### src/sv/whp_pkg.sv
// whp_pkg: shared types and constants of the wav header parser
// used by whp_divider, whp_parser and wav_header_parser_top; no dependencies
package whp_pkg;

    // clock and the sample interval dividend
    localparam int unsigned CLOCK_HZ   = 16000000;
    localparam int unsigned DIVIDEND   = CLOCK_HZ / 8;
    localparam int unsigned DIV_W      = $clog2(DIVIDEND + 1);
    localparam int unsigned DIV_CNT_W  = $clog2(DIV_W);
    localparam logic [DIV_W-1:0] DIVIDEND_V = DIV_W'(DIVIDEND);

    // rate limits, the divisor fits in RATE_W bits once checked
    localparam int unsigned RATE_W     = 16;
    localparam logic [31:0] RATE_MIN   = 32'd8000;
    localparam logic [31:0] RATE_MAX   = 32'd48000;

    // chunk limits
    localparam logic [31:0] FMT_LEN_MIN  = 32'd16;
    localparam logic [31:0] FMT_LEN_MAX  = 32'd100;
    localparam logic [31:0] DATA_LEN_MIN = 32'd1024;

    // tags, first character in the lowest byte
    localparam logic [31:0] TAG_WAVE = 32'h45564157;
    localparam logic [31:0] TAG_FMT  = 32'h20746d66;
    localparam logic [31:0] TAG_DATA = 32'h61746164;
    localparam logic [31:0] TAG_LIST = 32'h5453494c;
    localparam logic [31:0] TAG_DISP = 32'h50534944;
    localparam logic [31:0] TAG_FACT = 32'h74636166;

    // status codes
    localparam logic [1:0] ST_OK      = 2'd0;
    localparam logic [1:0] ST_INVALID = 2'd1;
    localparam logic [1:0] ST_IO_ERR  = 2'd2;
    localparam logic [1:0] ST_RATE    = 2'd3;

    // one result item
    typedef struct packed {
        logic [1:0]  status;
        logic [31:0] data_bytes;
        logic [31:0] data_offset;
        logic [1:0]  channels;
        logic [4:0]  sample_bits;
        logic [7:0]  sample_interval;
    } whp_result_t;

    // divider request and response
    typedef struct packed {
        logic              start;
        logic [RATE_W-1:0] divisor;
    } whp_div_req_t;

    typedef struct packed {
        logic       busy;
        logic       done;
        logic [7:0] quotient;
    } whp_div_rsp_t;

endpackage

### src/sv/wav_header_parser_top.sv
// wav_header_parser_top: one byte item per cycle when not stalled, one verdict item per file
// the verdict is registered and on the output in the cycle after the deciding byte item
// one byte item per cycle while the output register is free or read; the last byte of a good
//   fmt chunk holds the input while the divider runs
// reset: aresetn synchronous active low, parser idle until a first_byte item
// depends on whp_pkg, whp_parser, whp_divider
module wav_header_parser_top (
    input  logic        aclk,
    input  logic        aresetn,
    input  logic        s_tvalid,
    output logic        s_tready,
    input  logic [7:0]  s_tdata,   // data_byte
    input  logic [2:0]  s_tuser,   // first_byte, end_of_file, io_error
    output logic        m_tvalid,
    input  logic        m_tready,
    output logic [79:0] m_tdata,   // data_bytes, data_offset, channels, sample_bits,
                                   // sample_interval, zero pad
    output logic [1:0]  m_tuser    // status
);

    logic                  item_valid;
    logic                  busy;
    logic                  res_valid;
    whp_pkg::whp_result_t  res;
    whp_pkg::whp_div_req_t div_req;
    whp_pkg::whp_div_rsp_t div_rsp;
    logic                  m_valid_reg, m_valid_next;
    whp_pkg::whp_result_t  m_res_reg, m_res_next;

    assign s_tready   = !busy && (!m_valid_reg || m_tready);
    assign item_valid = s_tvalid && s_tready;

    whp_parser u_parser (
        .aclk        (aclk),
        .aresetn     (aresetn),
        .item_valid  (item_valid),
        .data_byte   (s_tdata),
        .first_byte  (s_tuser[0]),
        .end_of_file (s_tuser[1]),
        .io_error    (s_tuser[2]),
        .busy        (busy),
        .div_req     (div_req),
        .div_rsp     (div_rsp),
        .res_valid   (res_valid),
        .res         (res)
    );

    whp_divider u_divider (
        .aclk    (aclk),
        .aresetn (aresetn),
        .req     (div_req),
        .rsp     (div_rsp)
    );

    // output register
    always_comb begin
        m_valid_next = m_valid_reg;
        m_res_next   = m_res_reg;
        if (res_valid) begin
            m_valid_next = 1'b1;
            m_res_next   = res;
        end else if (m_tready) begin
            m_valid_next = 1'b0;
        end
    end

    always_ff @(posedge aclk) begin
        if (!aresetn) begin
            m_valid_reg <= 1'b0;
        end else begin
            m_valid_reg <= m_valid_next;
        end
        m_res_reg <= m_res_next;
    end

    assign m_tvalid = m_valid_reg;
    assign m_tuser  = m_res_reg.status;
    assign m_tdata  = {1'b0, m_res_reg.sample_interval, m_res_reg.sample_bits,
                       m_res_reg.channels, m_res_reg.data_offset, m_res_reg.data_bytes};

`ifndef SYNTH
    // no item taken while the divider runs
    a_no_accept_busy: assert property (@(posedge aclk) disable iff (!aresetn)
        div_rsp.busy |-> !s_tready)
        else $error("item accepted during division");

    // a verdict never overwrites a waiting item
    a_no_overwrite: assert property (@(posedge aclk) disable iff (!aresetn)
        res_valid |-> (!m_valid_reg || m_tready))
        else $error("verdict overwrote pending item");

    // a playable verdict carries a channel count
    a_ok_has_channels: assert property (@(posedge aclk) disable iff (!aresetn)
        (m_tvalid && m_tuser == whp_pkg::ST_OK) |-> (m_tdata[65:64] != 2'd0))
        else $error("playable verdict without channels");

    // division starts only from an accepted byte item
    a_div_from_item: assert property (@(posedge aclk) disable iff (!aresetn)
        div_req.start |-> item_valid)
        else $error("division started without item");
`endif

endmodule

### src/sv/whp_divider.sv
// whp_divider: restoring divider, one quotient bit per cycle
// computes the low byte of DIVIDEND / divisor; uses whp_pkg
module whp_divider (
    input  logic                  aclk,
    input  logic                  aresetn,
    input  whp_pkg::whp_div_req_t req,
    output whp_pkg::whp_div_rsp_t rsp
);

    logic                           busy_reg, busy_next;
    logic [whp_pkg::DIV_CNT_W-1:0]  cnt_reg, cnt_next;
    logic [whp_pkg::RATE_W-1:0]     rem_reg, rem_next;
    logic [whp_pkg::RATE_W-1:0]     div_reg, div_next;
    logic [7:0]                     quo_reg, quo_next;
    logic [whp_pkg::RATE_W:0]       rem_sh;
    logic [whp_pkg::RATE_W:0]       rem_sub;
    logic                           q_bit;

    // one subtract and compare step
    always_comb begin
        rem_sh  = {rem_reg, whp_pkg::DIVIDEND_V[cnt_reg]};
        rem_sub = rem_sh - {1'b0, div_reg};
        q_bit   = (rem_sh >= {1'b0, div_reg});
    end

    // sequencing
    always_comb begin
        busy_next = busy_reg;
        cnt_next  = cnt_reg;
        rem_next  = rem_reg;
        div_next  = div_reg;
        quo_next  = quo_reg;
        if (req.start) begin
            busy_next = 1'b1;
            cnt_next  = whp_pkg::DIV_CNT_W'(whp_pkg::DIV_W - 1);
            rem_next  = '0;
            div_next  = req.divisor;
            quo_next  = '0;
        end else if (busy_reg) begin
            rem_next = q_bit ? rem_sub[whp_pkg::RATE_W-1:0] : rem_sh[whp_pkg::RATE_W-1:0];
            quo_next = {quo_reg[6:0], q_bit};
            cnt_next = cnt_reg - 1'b1;
            if (cnt_reg == '0) begin
                busy_next = 1'b0;
            end
        end
    end

    always_ff @(posedge aclk) begin
        if (!aresetn) begin
            busy_reg <= 1'b0;
            cnt_reg  <= '0;
        end else begin
            busy_reg <= busy_next;
            cnt_reg  <= cnt_next;
        end
        rem_reg <= rem_next;
        div_reg <= div_next;
        quo_reg <= quo_next;
    end

    // last step completes this cycle
    assign rsp.busy     = busy_reg;
    assign rsp.done     = busy_reg && (cnt_reg == '0);
    assign rsp.quotient = {quo_reg[6:0], q_bit};

endmodule

### src/sv/whp_parser.sv
// whp_parser: byte sequencer of the riff wave header and the fmt checks
// drives whp_divider for the sample interval; uses whp_pkg
module whp_parser (
    input  logic                  aclk,
    input  logic                  aresetn,
    input  logic                  item_valid,
    input  logic [7:0]            data_byte,
    input  logic                  first_byte,
    input  logic                  end_of_file,
    input  logic                  io_error,
    output logic                  busy,
    output whp_pkg::whp_div_req_t div_req,
    input  whp_pkg::whp_div_rsp_t div_rsp,
    output logic                  res_valid,
    output whp_pkg::whp_result_t  res
);

    localparam logic [2:0] PH_IDLE = 3'd0;
    localparam logic [2:0] PH_HEAD = 3'd1;
    localparam logic [2:0] PH_CHDR = 3'd2;
    localparam logic [2:0] PH_FMT  = 3'd3;
    localparam logic [2:0] PH_SKIP = 3'd4;
    localparam logic [2:0] PH_DIV  = 3'd5;

    logic [2:0]  phase_reg, phase_next;
    logic [7:0]  count_reg, count_next;
    logic [31:0] tag_reg, tag_next;
    logic [31:0] len_reg, len_next;
    logic [31:0] skip_reg, skip_next;
    logic [31:0] offset_reg, offset_next;
    logic [2:0]  align_reg, align_next;
    logic [7:0]  interval_reg, interval_next;
    logic [7:0]  fmt_bytes [16];

    logic        fmt_we;
    logic [3:0]  fmt_idx;
    logic        vflag;
    logic [1:0]  v_status;
    logic [31:0] v_len;
    logic [31:0] v_off;
    logic [2:0]  ph;
    logic [31:0] lenp;
    logic [2:0]  mask;
    logic [31:0] rate32;
    logic [2:0]  al;

    // next state of the header walk
    always_comb begin
        phase_next    = phase_reg;
        count_next    = count_reg;
        tag_next      = tag_reg;
        len_next      = len_reg;
        skip_next     = skip_reg;
        offset_next   = offset_reg;
        align_next    = align_reg;
        interval_next = interval_reg;
        fmt_we        = 1'b0;
        fmt_idx       = count_reg[3:0];
        vflag         = 1'b0;
        v_status      = whp_pkg::ST_INVALID;
        v_len         = '0;
        v_off         = '0;
        ph            = phase_reg;
        lenp          = '0;
        mask          = '0;
        rate32        = '0;
        al            = '0;
        div_req       = '0;

        if (phase_reg == PH_DIV) begin
            // divider finishing: interval is quotient minus one
            if (div_rsp.done) begin
                interval_next = div_rsp.quotient - 8'd1;
                phase_next    = PH_CHDR;
                count_next    = '0;
            end
        end else if (item_valid) begin
            if (first_byte) begin
                count_next    = '0;
                tag_next      = '0;
                len_next      = '0;
                skip_next     = '0;
                offset_next   = '0;
                align_next    = '0;
                interval_next = '0;
                ph            = PH_HEAD;
            end
            phase_next = ph;
            if (ph != PH_IDLE) begin
                if (io_error) begin
                    vflag    = 1'b1;
                    v_status = (ph == PH_HEAD) ? whp_pkg::ST_IO_ERR : whp_pkg::ST_INVALID;
                end else if (end_of_file) begin
                    vflag = 1'b1;
                end else begin
                    offset_next = offset_next + 32'd1;
                    unique case (ph)
                        PH_HEAD: begin
                            if (count_next >= 8'd8) begin
                                tag_next = {data_byte, tag_next[31:8]};
                            end
                            count_next = count_next + 8'd1;
                            if (count_next >= 8'd12) begin
                                if (tag_next != whp_pkg::TAG_WAVE) begin
                                    vflag = 1'b1;
                                end else begin
                                    phase_next = PH_CHDR;
                                    count_next = '0;
                                end
                            end
                        end
                        PH_CHDR: begin
                            if (count_next < 8'd4) begin
                                tag_next = {data_byte, tag_next[31:8]};
                            end else begin
                                len_next = {data_byte, len_next[31:8]};
                            end
                            count_next = count_next + 8'd1;
                            if (count_next >= 8'd8) begin
                                lenp = len_next + {31'd0, len_next[0]};
                                mask = align_next - 3'd1;
                                if (tag_next == whp_pkg::TAG_FMT) begin
                                    if (lenp > whp_pkg::FMT_LEN_MAX ||
                                        lenp < whp_pkg::FMT_LEN_MIN) begin
                                        vflag = 1'b1;
                                    end else begin
                                        len_next   = lenp;
                                        count_next = '0;
                                        phase_next = PH_FMT;
                                    end
                                end else if (tag_next == whp_pkg::TAG_DATA) begin
                                    vflag = 1'b1;
                                    if (align_next != '0 &&
                                        len_next >= whp_pkg::DATA_LEN_MIN &&
                                        (len_next[2:0] & mask) == '0 &&
                                        (offset_next[2:0] & mask) == '0) begin
                                        v_status = whp_pkg::ST_OK;
                                        v_len    = len_next;
                                        v_off    = offset_next;
                                    end
                                end else if (tag_next == whp_pkg::TAG_DISP ||
                                             tag_next == whp_pkg::TAG_LIST ||
                                             tag_next == whp_pkg::TAG_FACT) begin
                                    if (lenp == '0) begin
                                        phase_next = PH_CHDR;
                                        count_next = '0;
                                    end else begin
                                        skip_next  = lenp;
                                        phase_next = PH_SKIP;
                                    end
                                end else begin
                                    vflag = 1'b1;
                                end
                            end
                        end
                        PH_FMT: begin
                            if (count_next < 8'd16) begin
                                fmt_we  = 1'b1;
                                fmt_idx = count_next[3:0];
                            end
                            count_next = count_next + 8'd1;
                            if ({24'd0, count_next} >= len_next) begin
                                // checks in order coding, channels, bits, rate
                                rate32 = {fmt_bytes[7], fmt_bytes[6], fmt_bytes[5], fmt_bytes[4]};
                                if (fmt_bytes[0] != 8'd1) begin
                                    vflag = 1'b1;
                                end else if (fmt_bytes[2] != 8'd1 && fmt_bytes[2] != 8'd2) begin
                                    vflag = 1'b1;
                                end else if (fmt_bytes[14] != 8'd8 && fmt_bytes[14] != 8'd16) begin
                                    align_next = '0;
                                    vflag      = 1'b1;
                                end else begin
                                    al = (fmt_bytes[14] == 8'd16) ?
                                         {fmt_bytes[2][1:0], 1'b0} : {1'b0, fmt_bytes[2][1:0]};
                                    align_next = al;
                                    if (rate32 < whp_pkg::RATE_MIN || rate32 > whp_pkg::RATE_MAX) begin
                                        vflag    = 1'b1;
                                        v_status = whp_pkg::ST_RATE;
                                    end else begin
                                        div_req.start   = 1'b1;
                                        div_req.divisor = rate32[whp_pkg::RATE_W-1:0];
                                        phase_next      = PH_DIV;
                                    end
                                end
                            end
                        end
                        PH_SKIP: begin
                            skip_next = skip_next - 32'd1;
                            if (skip_next == '0) begin
                                phase_next = PH_CHDR;
                                count_next = '0;
                            end
                        end
                        default: begin
                            phase_next = PH_IDLE;
                        end
                    endcase
                end
            end
            if (vflag) begin
                phase_next = PH_IDLE;
            end
        end
    end

    // verdict item
    always_comb begin
        res_valid           = vflag;
        res.status          = v_status;
        res.data_bytes      = v_len;
        res.data_offset     = v_off;
        res.channels        = (align_next != '0) ? fmt_bytes[2][1:0] : 2'd0;
        res.sample_bits     = (align_next != '0) ? fmt_bytes[14][4:0] : 5'd0;
        res.sample_interval = interval_next;
    end

    assign busy = (phase_reg == PH_DIV);

    always_ff @(posedge aclk) begin
        if (!aresetn) begin
            phase_reg    <= PH_IDLE;
            count_reg    <= '0;
            align_reg    <= '0;
            interval_reg <= '0;
            skip_reg     <= '0;
            offset_reg   <= '0;
        end else begin
            phase_reg    <= phase_next;
            count_reg    <= count_next;
            align_reg    <= align_next;
            interval_reg <= interval_next;
            skip_reg     <= skip_next;
            offset_reg   <= offset_next;
        end
        tag_reg <= tag_next;
        len_reg <= len_next;
    end

    // fmt body store
    always_ff @(posedge aclk) begin
        if (fmt_we) begin
            fmt_bytes[fmt_idx] <= data_byte;
        end
    end

endmodule
### config.mk
export PLATFORM = sky130hd
export DESIGN_NAME = wav_header_parser_top
export DESIGN_NICKNAME = d
export VERILOG_FILES = /design/src/sv/whp_pkg.sv /design/src/sv/wav_header_parser_top.sv /design/src/sv/whp_divider.sv /design/src/sv/whp_parser.sv
export SDC_FILE = /design/constraint.sdc
export NUM_CORES = 1
export LEC_CHECK = 0
export ABC_AREA = 1
export ABC_CLOCK_PERIOD_IN_PS = 9400
export CAP_MARGIN = 20
export CORE_AREA = 2 2 187 189
export CTS_CLUSTER_DIAMETER = 30
export DETAILED_ROUTE_END_ITERATION = 16
export DIE_AREA = 0 0 189 191
export DONT_BUFFER_PORTS = 1
export HOLD_SLACK_MARGIN = 0.1
export PLACE_DENSITY_LB_ADDON = 0.15
export SYNTH_ARGS = -nofsm -noshare
export SYNTH_HDL_FRONTEND = slang
export SYNTH_SLANG_ARGS = --single-unit
### constraint.sdc
create_clock -name aclk -period 9.4 [get_ports aclk]
set_clock_uncertainty 0.1 [all_clocks]
set_input_delay 1.88 -clock aclk [delete_from_list [all_inputs] [get_ports aclk]]
set_output_delay 1.88 -clock aclk [all_outputs]
set_load 0.02 [all_outputs]
==> flow_metrics.py <==
metrics = {
    "finish": {
        "antenna_cells": 0,
        "final_util": 0.721,
        "fillers": 2674,
        "multi_input_area_um2": 11000,
        "layout_commonest_cell": "nand2_1",
        "area_growth_pct": 11.9,
        "final_cell_mix": "794 x nand2_1, 381 x inv_1, 324 x nor2_1, 217 x edfxtp_1, 206 x a21oi_1",
        "largest_reg_flops": 79,
        "regArea_um2": 8840,
        "drive_above_1_share": 0.0772,
        "fin_nets": 3102,
    },
    "timing": {
        "rsz0062_at_grt": "no",
        "post-route-period-util": 0.760,
        "max_freq_mhz": 140,
        "setup_viol": 0,
        "setup_tns_ps": 0,
        "tightest_slew_ps": 1120,
        "finalCriticalPeriod_ps": 7140,
        "slew_viol_final": 0,
        "final_hold_viol_count": 0,
        "max-slew-margin-rel": 0.254,
    },
    "synth": {
        "synth-seq-cells": 333,
        "yosysSeqAreaShare": 0.402,
        "yosysWarnings": 0,
        "synth_cells": 3075,
        "ys_async_sr_fraction": 0,
        "synth_nets": 3128,
        "synth_cell_type_count": 61,
        "synth.cell_area_um2": 22000,
        "synth_edf_count": 217,
        "avgSynthCellArea_um2": 7.15,
        "synth-main-ff-cell": "edfxtp_1",
    },
    "routing": {
        "drcViolationCount": 0,
        "ant_nets": 0,
        "drtPass1Iterations": 6,
        "drt_wl_total_um": 68700,
        "vias": 22100,
        "drt_iter0_drc": 2471,
        "wire_per_inst_um": 19.3,
        "post_drt_via_cell_ratio": 6.20,
    },
    "floorplan": {
        "initial_core_util": 0.644,
        "die_y_um": 191,
        "fp-row-count": 68,
        "ios": 99,
        "die_w_um": 189,
        "dieArea_um2": 36100,
        "core_um2": 34100,
    },
    "clocking": {
        "clock_latency_ps": 600,
        "cts_tree": "yes",
        "cts_sinks": 333,
        "numCtsBuffers": 74,
        "cts_setup_buffers": 0,
        "cts.reportedPaths.clkPinSlew_ps": 40,
        "cts-root-to-sink-buffers": 3,
        "cts_hold_buf": 0,
        "h-tree-depth": 3,
        "cts_root_buf": "clkbuf_16",
        "cts_resized": 0,
    },
    "worst_hold_path": {
        "hp-class": "flip-flop to flip-flop",
        "whs_path_depth": 2,
    },
    "placement": {
        "gp_congestion": 0.994,
        "portBuffers": 0,
        "dp.final_hpwl_um": 46100,
    },
    "worst_setup_path": {
        "reg2reg_depth": 14,
        "reg2reg_slack_ps": 3280,
        "max_stage_delay_ps": 650,
        "crit_buf_inv": 3,
        "critical_path_depth": 22,
        "worst-path-max-fanout": 66,
        "critical_path.top_delay_family": "simple AND/OR/NAND/NOR gates",
        "worstSetupStartpointType": "primary input",
        "cp-end-kind": "flip-flop",
        "slowest_stage": "nand3_4",
        "worst_ep_arrival_time_ps": 7260,
        "cp_common_cell": "nand2_1",
        "cp_data_required_time_ps": 9520,
        "cp_cell_sequence": "inv_4 -> o21ai_4 -> nand3_4 -> nand2_1 -> nand2_1 -> ha_1 -> nand3_1 -> nor2_2 -> nand2_1 -> nor2_2 -> nand4_1 -> nand2_1 -> nand2_1 -> nor2_1 -> nand2_1 -> nor2_1 -> nand4_1 -> nand3b_1 -> nand4_1 -> nand3_1 -> clkinv_2 -> buf_4",
        "worstSetupPathType": "primary input to flip-flop",
    },
    "power": {
        "power_density_nw_per_um2": 195,
        "ir_drop_v": 0.000207,
        "leakagePower_uw": 0.0103,
    },
    "global_route": {
        "first_global_vias": 20400,
        "grt.overflow.total": 0,
        "grt.total_usage": 0.376,
        "grt_pass1_wl_um": 108000,
        "antenna_found_initial": 1,
        "grt_max_degree": 112,
    },
    "job": {
        "drv_cap": 0,
    },
    "outcome": {
        "status": "finished clean",
    },
}
[where the power goes]
part           switching, uW  internal [uW]  total (uW)
Sequential              46.1           1620        1670
Combinational            474            154         628
Clock                    875           1630        2510
[layer usage]
| metal | routed length, um | track usage |
|---|---|---|
| met5 | 0 | 0 |
| met4 | 3010 | 0.174 |
| met3 | 6740 | 0.0712 |
| met2 | 31800 | 0.607 |
| met1 | 27200 | 0.491 |
[through the flow]
step	hold slack [ps]	power [uW]	instances	setup WS, ps	instance area, um2
6_report	363	4810	3565	2260	24600
3_5_place_dp	355	2300	3421	1880	22100
5_1_grt	377	4950	3565	1800	24600
3_3_place_gp	352	2290	3421	2020	22100
2_1_floorplan	345	2140	3075	1930	22000
4_1_cts	361	4800	3558	2440	24500
[final cells by class]
class | instances | area share
Clock buffer | 94 | 0.0812
Clock inverter | 43 | 0.0189
Inverter | 407 | 0.0623
Multi-Input combinational cell | 2208 | 0.446
Sequential cell | 333 | 0.359
Tap cell | 455 | 0.0231
Timing Repair Buffer | 25 | 0.00875
[logic make-up (layout without fill, tap and decap cells)]
group / count (synthesis) / in the layout / share of synthesized area
AO/OA/AOI/OAI: 542 / 542 / 0.142
XOR/XNOR: 70 / 70 / 0.0279
adder cells (fa/ha/maj): 38 / 38 / 0.0220
buffers and inverters: 534 / 569 / 0.0990
flip-flops: 333 / 333 / 0.402
other: 1 / 1 / 0.000171
AND/OR/NAND/NOR: 1557 / 1557 / 0.307
[worst paths after layout]
path,from,end
worst max register to register,u_parser.phase_reg[0]$_SDFFE_PN0P_,u_parser.tag_reg[23]$_DFFE_PP_
worst max-delay path,s_tuser[0],m_tdata[9]$_SDFFCE_PP0P_
worst min-delay path,u_parser.skip_reg[19]$_SDFFE_PN0P_,u_parser.skip_reg[19]$_SDFFE_PN0P_
worst min register to register,u_parser.skip_reg[19]$_SDFFE_PN0P_,u_parser.skip_reg[19]$_SDFFE_PN0P_
[cell usage after synthesis, drive strengths merged (3+ instances only)]
| cell type | n | area, um2 |
|---|---|---|
| a21oi | 206 | 1030 |
| dfxtp | 116 | 2320 |
| clkbuf | 77 | 289 |
| clkinv | 9 | 33.8 |
| inv | 398 | 1500 |
| edfxtp | 217 | 6520 |
| nor3 | 51 | 290 |
| nor4 | 48 | 313 |
| nor2 | 349 | 1390 |
| or2 | 10 | 62.6 |
| nand2 | 815 | 3110 |
| xor2 | 56 | 490 |
| xnor2 | 14 | 123 |
| buf | 50 | 358 |
| or4 | 3 | 22.5 |
| a211oi | 15 | 113 |
| nand3 | 208 | 1090 |
| nand4 | 59 | 375 |
| nand3b | 8 | 60.1 |
| o221ai | 41 | 359 |
| o21a | 9 | 67.6 |
| o211ai | 22 | 170 |
| a21o | 5 | 37.5 |
| o21ai | 213 | 1090 |
| a31oi | 3 | 18.8 |
| ha | 37 | 463 |
| o31ai | 3 | 22.5 |
| a221oi | 8 | 70.1 |
| o22ai | 7 | 43.8 |
[worst reg2reg max path, stage by stage, from the launching register on]
cell,delay [ps]
dfxtp_1,330
nor2_1,310
inv_1,70
nor2_1,120
inv_1,70
nor2_1,490
clkinv_1,460
nand2_1,850
clkinv_1,900
nand2_2,840
inv_1,350
nor2_2,140
buf_4,300
inv_1,320
o211ai_1,290
Note: power is estimated with default switching activity, not from simulation.
